[src/rtl/text_console_teletype_defines.svh]
// ---------------------------------------------------------------------------
// text console teletype assertion macros
// shared checks used by the console rtl
// ---------------------------------------------------------------------------
`ifndef TEXT_CONSOLE_TELETYPE_DEFINES_SVH
`define TEXT_CONSOLE_TELETYPE_DEFINES_SVH

// expression holds at every clock edge out of reset
`define TTC_ASSERT_ALWAYS(name, clk, rst, expr) \
   name: assert property (@(posedge clk) disable iff (rst) (expr)) \
      else $error("ttc check failed");

// consequent holds in the cycle after the antecedent
`define TTC_ASSERT_NEXT(name, clk, rst, ante, cons) \
   name: assert property (@(posedge clk) disable iff (rst) (ante) |=> (cons)) \
      else $error("ttc sequence check failed");

`endif

[src/rtl/ttc_pkg.sv]
// ---------------------------------------------------------------------------
// ttc_pkg
// types, constants and control codes of the text console teletype
// ---------------------------------------------------------------------------
package ttc_pkg;

   localparam int COLUMNS = 80;
   localparam int ROWS    = 25;
   localparam int CELLS   = COLUMNS * ROWS;
   localparam int ADDR_W  = $clog2(CELLS);

   localparam int OP_W    = 2;
   localparam int CHAR_W  = 8;
   localparam int IDX_W   = 11;
   localparam int COL_W   = 7;
   localparam int ROW_W   = 5;
   localparam int VALUE_W = 16;
   localparam int ATTR_W  = 8;

   localparam logic [OP_W-1:0] OP_PUT   = 2'd0;
   localparam logic [OP_W-1:0] OP_READ  = 2'd1;
   localparam logic [OP_W-1:0] OP_CLEAR = 2'd2;

   localparam logic [CHAR_W-1:0] CH_NEWLINE   = 8'h0A;
   localparam logic [CHAR_W-1:0] CH_RETURN    = 8'h0D;
   localparam logic [CHAR_W-1:0] CH_BACKSPACE = 8'h08;

   localparam logic [VALUE_W-1:0] BLANK_CELL = 16'h0700;
   localparam logic [ATTR_W-1:0]  ATTR_RESET = 8'h07;

   typedef struct packed {
      logic [OP_W-1:0]   op;
      logic [CHAR_W-1:0] char_code;
      logic [IDX_W-1:0]  cell_index;
   } ttc_req_type;

   typedef struct packed {
      logic               serial_valid;
      logic [CHAR_W-1:0]  serial_byte;
      logic [COL_W-1:0]   cursor_col;
      logic [ROW_W-1:0]   cursor_row;
      logic [VALUE_W-1:0] cell_value;
   } ttc_rsp_type;

   typedef enum logic [2:0] {
      ST_INIT,
      ST_IDLE,
      ST_PUT,
      ST_READ,
      ST_COPY,
      ST_TAIL,
      ST_CLEAR,
      ST_DONE
   } ttc_state_type;

   typedef struct packed {
      logic accept;
      logic home;
      logic put_step;
      logic read_step;
      logic copy_step;
      logic blank_step;
      logic cnt_clear;
      logic cnt_inc;
      logic load_rsp;
   } ttc_cmd_type;

   typedef struct packed {
      logic [OP_W-1:0] req_op;
      logic            scroll;
      logic            copy_last;
      logic            blank_last;
      logic            out_free;
   } ttc_status_type;

endpackage

[src/rtl/ttc_ctrl.sv]
// ---------------------------------------------------------------------------
// ttc_ctrl
// sequencer for put, read, clear, scroll and the clearing sweep after reset
// ---------------------------------------------------------------------------
module ttc_ctrl
   import ttc_pkg::*;
(
   input  logic           clock,
   input  logic           reset,
   input  logic           req_valid,
   output logic           req_stall,
   input  ttc_status_type status,
   output ttc_cmd_type    cmd
);

   ttc_state_type state_ff;
   ttc_state_type state_in;

   always_ff @(posedge clock) begin
      if (reset) begin
         state_ff <= ST_INIT;
      end else begin
         state_ff <= state_in;
      end
   end

   always_comb begin
      state_in = state_ff;
      case (state_ff)
         ST_INIT: begin
            if (status.blank_last) state_in = ST_IDLE;
         end
         ST_IDLE: begin
            if (req_valid) begin
               case (status.req_op)
                  OP_PUT:   state_in = ST_PUT;
                  OP_READ:  state_in = ST_READ;
                  OP_CLEAR: state_in = ST_CLEAR;
                  default:  state_in = ST_DONE;
               endcase
            end
         end
         ST_PUT: begin
            state_in = status.scroll ? ST_COPY : ST_DONE;
         end
         ST_READ: begin
            state_in = ST_DONE;
         end
         ST_COPY: begin
            if (status.copy_last) state_in = ST_TAIL;
         end
         ST_TAIL, ST_CLEAR: begin
            if (status.blank_last) state_in = ST_DONE;
         end
         ST_DONE: begin
            if (status.out_free) state_in = ST_IDLE;
         end
         default: state_in = ST_INIT;
      endcase
   end

   always_comb begin
      cmd       = '0;
      req_stall = 1'b1;
      case (state_ff)
         ST_INIT: begin
            cmd.blank_step = 1'b1;
            cmd.cnt_inc    = 1'b1;
         end
         ST_IDLE: begin
            req_stall  = 1'b0;
            cmd.accept = req_valid;
            if (req_valid && (status.req_op == OP_CLEAR)) begin
               cmd.home      = 1'b1;
               cmd.cnt_clear = 1'b1;
            end
         end
         ST_PUT: begin
            cmd.put_step  = 1'b1;
            cmd.cnt_clear = 1'b1;
         end
         ST_READ: begin
            cmd.read_step = 1'b1;
         end
         ST_COPY: begin
            cmd.copy_step = 1'b1;
            cmd.cnt_inc   = 1'b1;
         end
         ST_TAIL, ST_CLEAR: begin
            cmd.blank_step = 1'b1;
            cmd.cnt_inc    = 1'b1;
         end
         ST_DONE: begin
            cmd.load_rsp = status.out_free;
         end
         default: begin
            cmd = '0;
         end
      endcase
   end

endmodule

[config.mk]
export PLATFORM = sky130hd
export DESIGN_NAME = ttc_ctrl
export DESIGN_NICKNAME = d
export VERILOG_FILES = /design/src/rtl/text_console_teletype_defines.svh /design/src/rtl/ttc_pkg.sv /design/src/rtl/ttc_ctrl.sv
export SDC_FILE = /design/constraint.sdc
export NUM_CORES = 1
export LEC_CHECK = 0
export CORE_MARGIN = 2
export CORE_UTILIZATION = 25
export CTS_CLUSTER_SIZE = 14
export DETAILED_ROUTE_END_ITERATION = 10
export DONT_BUFFER_PORTS = 1
export PLACE_DENSITY = 0.37
export SLEW_MARGIN = 10
export SYNTH_ARGS = -nofsm -noshare
export SYNTH_HDL_FRONTEND = slang
export SYNTH_SLANG_ARGS = --single-unit
[constraint.sdc]
create_clock -name clock -period 1.75 [get_ports clock]
set_clock_uncertainty 0.05 [all_clocks]
set_input_delay 0.2625 -clock clock [delete_from_list [all_inputs] [get_ports clock]]
set_output_delay 0.2625 -clock clock [all_outputs]
set_load 0.005 [all_outputs]
* Word-level counts from Yosys, hierarchy flattened
Cells that the tools add are included.
** Operators by class
- Eq/ne operators :: 14
- Muxes and demuxes :: 18
- Reductions and logical operators :: 7
** Operators with widths (count)
- case mux 3 bit (7 select lines) :: 1
- 2-to-1 mux 3 bit :: 5
- equality test 3 bit, second input constant :: 4
- inequality test 2 bit, second input constant :: 5
- case mux 3 bit (3 select lines) :: 1
- 2-to-1 mux 1 bit :: 8
- equality test 3 x 2 -> 1 bit, second input constant :: 2
- AND reduction 5 bit :: 1
- 2-to-1 mux 2 bit :: 2
- OR reduction 4 bit :: 1
- equality test 3 x 1 -> 1 bit, second input constant :: 1
- logical NOT 3 bit :: 1
- OR reduction 3 bit :: 1
- equality test 2 x 1 -> 1 bit, second input constant :: 1
- equality test 2 bit, second input constant :: 1
- logical NOT 2 bit :: 1
- case mux 1 bit (2 select lines) :: 1
- OR reduction 2 bit :: 1
- logical AND 1 bit :: 1
** Word-level totals
- Register bits after elaboration :: 3
- Input port bits :: 9
- Output and inout bits :: 10
- Logic and storage cells :: 40

* Depth between registers and ports, before layout
Gate-level depths: netlist (run 1).
- Depth in word-level cells :: 4
- Mapped depth :: 5
- Depth with buffers taken out :: 4

* Worst setup path after synthesis (run 1)
No wires, ideal clock.
- Path type :: register to output
- Start point :: reg state_ff[1]
- End point :: out cmd[2] (netlist bit)
- Data arrival time :: 1227 ps
- Slack :: 211 ps
- Cell stages (with the launch flop) :: 6
- Path buffers :: 1
- Path through :: dfxtp_1 buf_2 inv_1 and3_1 and3_1 or2_2
** RTL lines
- start: declaration :: RTL line ttc_ctrl.sv:16 : ttc_state_type state_ff;
- start signal: assignment :: RTL line ttc_ctrl.sv:23 : state_ff <= state_in;
- end: declaration :: RTL line ttc_ctrl.sv:13 : output ttc_cmd_type cmd

==> results.md, run 1 <==
- Status: completed
- Footprint of the multi-input gates: 282 um2
- Synthesized flop and latch total: 3
- Syn. warnings: 0
- Die area: 1790 um2
- WL final: 881 um
- CTS H-tree lvls: 1
- Max Root-Sink Buffers: 2
- CTS sink cnt: 3
- Switching share of power: 43.7%
- Clk Latency, worst-skew pair: 230 ps
- Max incr delay on CP: 340 ps
- I/O Buffers: 0
- Synthesized cell area: 368 um2
- Data arrival time of the worst path: 1340 ps
- Largest registers: state_ff: 3 flops
- Main synth FF type: dfxtp_1
- Initial Util: 27.6%
- Crit path capture type: primary output
- Worst-path fanout max: 5
- Clock power frac: 13.9%
- Final hold violation count: 0
- Worst EP required: 1440 ps
- Area growth syn-to-layout: 23.1%
- Final setup fails: 0
- Most common cell after layout, fill and taps aside: buf_4
- Post-route ant nets: 0
- RD Place Congestion: 0.728
- Slowest CP cell: dfxtp_2
- Worst slew pin tran: 368 ps
- CTS tree: yes
- Global-route wire length before repair: 1550 um
- Total grt overflow: 0
- Comb pwr share: 68.3%
- Largest Register: state_ff
- Max rail drop VDD: 0.729 mV
- Vias in the first global route: 351
- HP Class: input port to flip-flop
- Crit path top cell by count: and3_4
- Mapped Avg Cell Area: 8.36 um2
- Synth area leader: dfxtp_1
- Count of cell types in the netlist: 26
- P per Cell Area: 1890 nW/um2
- Crit-path cells: and2b_1 > and3_4 > and3_4 > or2_4
- Die Y: 42.4 um
- Dpl ws: 184 ps
- CTS buffer count: 3
- TNS Setup: 0 ps
- Share of total power in sequential cells: 17.8%
- Largest register FFs: 3
- Final Max Tran Viols: 0
- Die Wd: 42.4 um
- Most frequent cells in the layout: 7 x buf_4, 5 x nand2_1, 4 x a21oi_1
- All-Layer GR Usage: 11.3%
- Final net count: 62
- Initial antenna violation count: 0
- Startpoint types: flip-flop
- Critical path type: flip-flop to primary output
- Clk root buf: clkbuf_4
- Drt drc: 0
- Final period utilization: 94.6%
- NetSw: 0.374 mW
- Worst setup margin: 94.1 ps
- Worst rel slew slack: 75.4%
- Avg Vias per Cell: 5.43
- Top-area cell type share of the netlist area: 16.3%
- Async SR Flop Fraction: 0%
- EDFF count, synth: 0
- CTS clock-pin slew for the worst setup and hold paths: 30 ps
- Synth Net Count: 53
- Sequential cell area: 62.6 um2
- Ratio of cells with drive above 1 in the final layout: 42.3%
- Initial DRC count: 4
- Total leakage power: 0.192 nW
- Post-DP HPWL: 717 um
- IO Pins: 19
- Largest net degree at the start of global routing: 11
- Average wire per standard cell: 13.1 um
- Rows: 13
- RSZ-0062 raised after global routing: no
- Int Pwr: 0.481 mW
- Top post-synthesis cells by area: dfxtp_1 16%, nor4b_2 8.2%, buf_6 6.1%
- Fmax achieved: 604 MHz
- Synthesized instance count: 44
- Vias: 364
- N_diodes: 0
- TritonRoute pass-1 iters: 4
- Max Cap Violations: 0
- Fillers: 148
- Sequential element share of the synthesized area: 16.3%
- Core box area: 1330 um2
- Tmin final: 1660 ps
==> logic make-up (layout without fill, tap and decap cells) <==
family | after synthesis | count (layout) | synth area share (%)
and+or+nand+nor | 25 | 25 | 45.2
AOI/OAI and AO/OA | 10 | 10 | 27.9
buffers and inverters | 6 | 14 | 10.5
DFF | 3 | 3 | 16.3
==> cell type report <==
| type | count | area share, % |
|---|---|---|
| repair buffers | 7 | 11.6 |
| flip-flops and latches | 3 | 13.8 |
| clock buffers | 4 | 5.80 |
| inverters | 3 | 2.49 |
| well taps | 15 | 4.14 |
| multi-input cells | 35 | 62.2 |
==> stage by stage <==
step / hold WS [ps] / cell area [um2] / util, % / cells / total power [mW]
after floorplan: 285 / 368 / - / 44 / 0.574
after global placement: 298 / 404 / 30.3 / 62 / 0.690
after detailed placement: 296 / 404 / 30.3 / 62 / 0.694
after CTS: 39.9 / 445 / 33.4 / 67 / 0.855
after global routing: 23.4 / 453 / 34.0 / 67 / 0.947
final: 47.6 / 453 / 34.0 / 67 / 0.855
==> Yosys cell counts (2+ instances only) <==
cell,instances
nand2_1,5
a21oi_1,4
dfxtp_1,3
inv_1,3
nor2_1,3
and3_1,2
buf_6,2
nor3_1,2
nor4b_2,2
or2b_1,2
==> final timing paths <==
kind	startpoint	to	slack [ps]	cells past startpoint
max	state_ff[2]$_SDFFE_PP0P_	cmd[2]	90	4
min	reset	state_ff[0]$_SDFFE_PP0P_	50	1
max reg2reg	state_ff[0]$_SDFFE_PP0P_	state_ff[0]$_SDFFE_PP0P_	240	5
min reg2reg	state_ff[1]$_SDFFE_PP0P_	state_ff[1]$_SDFFE_PP0P_	660	3
==> power by group through the flow <==
stage / registers, mW / logic, mW / clock network [mW]
2_1_floorplan: 0.126 / 0.448 / 0
3_3_place_gp: 0.147 / 0.543 / 0
3_5_place_dp: 0.149 / 0.545 / 0
4_1_cts: 0.153 / 0.576 / 0.126
5_1_grt: 0.163 / 0.644 / 0.140
6_report: 0.152 / 0.584 / 0.119
==> critical path, delay by kind of cell (launching register included) <==
kind	cells	cell delay [ps]
and+or+nand+nor	4	770
DFF	1	340
==> per-layer routing <==
metal,global-route usage [%],part of all wire (%),up-vias
met3,7.33,13,0
met5,0,0,-
met1,15.2,45,172
li1,-,-,172
met4,3.75,0,0
met2,14.2,42,20
==> repair_timing <==
action / 4_1_cts / 5_1_grt
setup endpoints to repair: 1 / 1
setup buffers: 1 / 0
gates resized for setup: 3 / 2
hold buffers: 0 / 0
No activity file was read; power rests on OpenSTA's default activity.
==> run 2, diff against run 1 <==
BUFFER_PORTS_ARGS = -buffer_cell sky130_fd_sc_hd__buf_4   (was default)
DONT_BUFFER_PORTS = default   (was 1)
PLACE_DENSITY = 0.48   (was 0.37)
==> run 2 against run 1 <==
Against the previous run:
- critical path depth grew 1
- sequential cell count is the same
- cell count grew 25%
- worst setup slack lost 40 ps
- largest cell class unchanged
- highest routed layer is now met4
==> results.md, run 2 (synthesized netlist as in run 1, its figures left out) <==
- WL final: 932 um
- Startpoint types: flip-flop
- Total grt overflow: 0
- Final period utilization: 96.9%
- Final setup fails: 0
- Post-CTS Hold Buffers: 0
- Placed cell area: 524 um2
- Fillers: 154
- Max Cap Violations: 0
- Initial antenna violation count: 0
- Die Wd: 42.4 um
- Average wire per standard cell: 11.1 um
- CTS H-tree lvls: 1
- Worst rel slew slack: 76.0%
- CTS buffer count: 3
- Finished Core Util: 44.4%
- Largest Register: state_ff
- Vias: 415
- Total leakage power: 0.277 nW
- N_diodes: 0
- Rows: 13
- Avg Vias per Cell: 4.94
- Initial Util: 27.6%
- Data arrival time of the worst path: 1380 ps
- Hold slack: 167 ps
- CTS tree: yes
- Final net count: 79
- Clk root buf: clkbuf_4
- Final hold violation count: 0
- Max rail drop VDD: 0.569 mV
- Clk Latency, worst-skew pair: 240 ps
- Final Max Tran Viols: 0
- RSZ-0062 raised after global routing: no
- RD Place Congestion: 0.661
- Die Y: 42.4 um
- Largest net degree at the start of global routing: 14
- Vias in the first global route: 364
- Die area: 1790 um2
- I/O Buffers: 18
- Crit path capture type: primary output
- Most frequent cells in the layout: 22 x buf_4, 5 x nand2_1
- Status: completed
- Area growth syn-to-layout: 60.9%
- TritonRoute pass-1 iters: 3
- Worst EP required: 1440 ps
- Worst slew pin tran: 359 ps
- Post-route ant nets: 0
- CTS clock-pin slew for the worst setup and hold paths: 40 ps
- IO Pins: 19
- Core box area: 1330 um2
- HP Class: input port to flip-flop
- Post-DP HPWL: 729 um
- Tmin final: 1700 ps
- Ratio of cells with drive above 1 in the final layout: 58.0%
- Initial DRC count: 7
- Drt drc: 0
- Most common cell after layout, fill and taps aside: buf_4
- Critical path type: flip-flop to primary output
- P per Cell Area: 1720 nW/um2
- Fmax achieved: 590 MHz
- CTS sink cnt: 3
- Largest registers: state_ff: 3 flops
- All-Layer GR Usage: 11.7%
- Max Root-Sink Buffers: 2
- Largest register FFs: 3
- Design Area, Final: 592 um2
- TNS Setup: 0 ps
- Global-route wire length before repair: 1550 um
- Worst-path fanout max: 2
[run 2: changes by cell type in the layout (fill, tap and decap cells not counted), sizes merged]
cell / change
buf: +17
[run 2: worst paths after layout]
check / slack [ps] / endpoint / cells past startpoint / from
worst max register to register: 150 / state_ff[1]$_SDFFE_PP0P_ / 6 / state_ff[0]$_SDFFE_PP0P_
worst max-delay path: 50 / cmd[2] / 5 / state_ff[2]$_SDFFE_PP0P_
worst min register to register: 610 / state_ff[2]$_SDFFE_PP0P_ / 3 / state_ff[2]$_SDFFE_PP0P_
worst min-delay path: 170 / state_ff[2]$_SDFFE_PP0P_ / 2 / reset
[run 2: repair_timing]
action	in CTS	in global routing
gates resized for setup	3	5
buffers inserted	2	0
pin swaps	2	2
setup endpoints to repair	2	2
[run 2: layout make-up]
cell class | count | area, um2 | area share [%]
clock buffer | 4 | 26.3 | 4.44
tap | 15 | 18.8 | 3.17
timing repair buffer | 24 | 188 | 31.7
sequential | 3 | 62.6 | 10.6
multi-input combinational | 35 | 285 | 48.2
inverter | 3 | 11.3 | 1.90
[run 2: critical path: stages, from the launching register on]
cell	delay (ps)
dfxtp_2	320
and2b_1	190
and3_4	170
and3_4	140
or2_4	220
buf_6	110
[run 2: power breakdown]
| group | switching [mW] | internal (mW) |
|---|---|---|
| combinational | 0.338 | 0.417 |
| clock | 0.0379 | 0.0856 |
| sequential | 0.0325 | 0.109 |
[run 2: stage by stage]
step | setup slack [ps] | instances | power (mW)
after floorplan | 211 | 44 | 0.574
after detailed placement | 151 | 78 | 0.825
after CTS | 4.74 | 84 | 0.999
after global routing | 4.86 | 84 | 1.11
after global placement | 182 | 78 | 0.824
final | 53.8 | 84 | 1.02
[run 2: per-layer routing]
metal  part of all wire [%]  wire length (um)  global-route usage (%)  vias to the layer above
li1                       -                 -                       -                      207
met1                     45               417                    13.6                      194
met2                     49               456                    18.8                       12
met3                    4.2                39                    1.72                        2
met4                    2.0                19                    9.38                        0
met5                      0                 0                       0                        -
==> run 3, diff against run 2 <==
CORE_AREA = 2 2 39 41   (was default)
CORE_MARGIN = default   (was 2)
CORE_UTILIZATION = default   (was 25)
DIE_AREA = 0 0 41 43   (was default)
PLACE_DENSITY = 0.52   (was 0.48)
clock period = 1.7 ns   (was 1.75 ns; I/O delays follow)
==> run 3 against run 2 <==
Against the previous run:
- routed wire length rose by 13%
- sequential share of layout area fell by 0.96 points
- critical path type unchanged
- design area rose by 9.9%
- register-to-register slack got worse by 50 ps
- largest cell class unchanged
- critical path depth did not move
==> results.md, run 3 (synthesized netlist as in run 1, its figures left out) <==
- Global-route wire length before repair: 1520 um
- Area growth syn-to-layout: 76.9%
- Vias in the first global route: 363
- Final Max Tran Viols: 0
- Switching share of power: 39.3%
- Worst EP required: 1390 ps
- Initial DRC count: 1
- Critical path type: flip-flop to primary output
- CTS tree: yes
- Most frequent cells in the layout: 26 x buf_4, 5 x nand2_1
- Avg Vias per Cell: 4.71
- Post-DP HPWL: 714 um
- Largest Register: state_ff
- Final period utilization: 98.7%
- Vias: 424
- Sequential cell area: 62.6 um2
- Initial antenna violation count: 0
- Startpoint types: flip-flop
- Clk root buf: clkbuf_4
- Metal2 WL: 555 um
- TNS Setup: 0 ps
- All-Layer GR Usage: 12.6%
- Routed met3 length: 73 um
- Fillers: 146
- Footprint of the multi-input gates: 302 um2
- Most common cell after layout, fill and taps aside: buf_4
- Max incr delay on CP: 320 ps
- Crit path top cell by count: and3_4
- P per Cell Area: 1810 nW/um2
- Max Root-Sink Buffers: 2
- Crit-path cells: and2b_1 > and3_4 > and3_4 > or2_4 > buf_6
- Post-route ant nets: 0
- Crit path capture type: primary output
- Status: completed
- Clk Latency, worst-skew pair: 240 ps
- Core box area: 1380 um2
- Share of total power in sequential cells: 12.8%
- NetSw: 0.462 mW
- Final setup fails: 0
- Worst rel slew slack: 77.8%
- Max rail drop VDD: 0.943 mV
- N_diodes: 0
- Int Pwr: 0.715 mW
- CTS buffer count: 3
- HP Class: input port to flip-flop
- Largest net degree at the start of global routing: 14
- Largest registers: state_ff: 3 flops
- Final net count: 84
- CTS clock-pin slew for the worst setup and hold paths: 40 ps
- IO Pins: 19
- Rows: 14
- Tmin final: 1680 ps
- Worst slew pin tran: 332 ps
- Initial Util: 26.6%
- CTS sink cnt: 3
- Data arrival time of the worst path: 1370 ps
- Slowest CP cell: dfxtp_2
- Worst-path fanout max: 2
- TritonRoute pass-1 iters: 2
- Fmax achieved: 596 MHz
- Largest register FFs: 3
- Die Wd: 41 um
- I/O Buffers: 18
- M1 WL: 426 um
- Drt drc: 0
- Die area: 1760 um2
- Total leakage power: 0.309 nW
- WL final: 1060 um
- Reg2Reg Setup Slack: 100 ps
- Comb pwr share: 76.1%
- CTS H-tree lvls: 1
- Total grt overflow: 0
- Die Y: 43 um
- RD Place Congestion: 0.620
- Post-CTS Hold Buffers: 0
- Final hold violation count: 0
- Ratio of cells with drive above 1 in the final layout: 63.5%
- RSZ-0062 raised after global routing: yes
- Worst setup margin: 22.5 ps
- Clock power frac: 11.1%
- Top routing layer used: met3
- Dpl ws: 125 ps
- Max Cap Violations: 0
- Average wire per standard cell: 11.7 um
==> run 3: cell types whose count changed in the layout (fill, tap and decap cells not counted) <==
cell / delta
a21oi_2: -1
or2b_1: -1
a21oi_4: +1
nor3_1: -1
buf_6: +1
or2b_4: +1
buf_4: +4
nor3_2: +1
==> run 3: power by group through the flow <==
stage               sequential, mW  combinational (mW)  clock [mW]
floorplan                    0.130               0.461           0
global placement             0.144               0.702           0
detailed placement           0.141               0.703           0
CTS                          0.148               0.784       0.134
global route                 0.158               0.975       0.142
finish                       0.151               0.896       0.130
==> run 3: path summary, 6_finish.rpt <==
| kind | from | endpoint | depth (start not counted) |
|---|---|---|---|
| worst max register to register | state_ff[2]$_SDFFE_PP0P_ | state_ff[1]$_SDFFE_PP0P_ | 6 |
| worst min-delay path | reset | state_ff[2]$_SDFFE_PP0P_ | 2 |
| worst max-delay path | state_ff[2]$_SDFFE_PP0P_ | cmd[2] | 5 |
| worst min register to register | state_ff[1]$_SDFFE_PP0P_ | state_ff[1]$_SDFFE_PP0P_ | 2 |
==> run 3: what timing repair did <==
| action | 4_1_cts | 5_1_grt |
|---|---|---|
| pin swaps | 3 | 1 |
| setup buffers | 3 | 4 |
| gates resized for setup | 7 | 5 |
| setup endpoints to repair | 2 | 4 |
==> run 3: metal layers <==
metal,global-route usage (%),vias to the layer above
met3,6.28,0
met1,17.0,193
met4,2.00,0
li1,-,219
met5,0,-
met2,18.1,12
==> run 3: final cells by class <==
cell class	instances	share of cell area, %
tap	16	3.08
clock buffer	4	4.04
sequential	3	9.62
multi-input combinational	35	46.3
timing repair buffer	29	35.2
inverter	3	1.73
==> run 3: worst max-delay path, delay by kind of cell, from the launching register on <==
kind / cells / cell delay (ps)
buffers and inverters: 1 / 110
DFF: 1 / 320
and+or+nand+nor: 4 / 700
==> run 3: per-stage QoR <==
stage | std cells | total power [mW] | utilization (%) | area [um2] | hold slack, ps
after floorplan | 44 | 0.590 | - | 368 | 277
after global placement | 79 | 0.846 | 38.0 | 526 | 407
after detailed placement | 79 | 0.844 | 38.0 | 526 | 406
after CTS | 86 | 1.07 | 42.9 | 594 | 150
after global routing | 90 | 1.28 | 47.0 | 651 | 147
final | 90 | 1.18 | 47.0 | 651 | 154
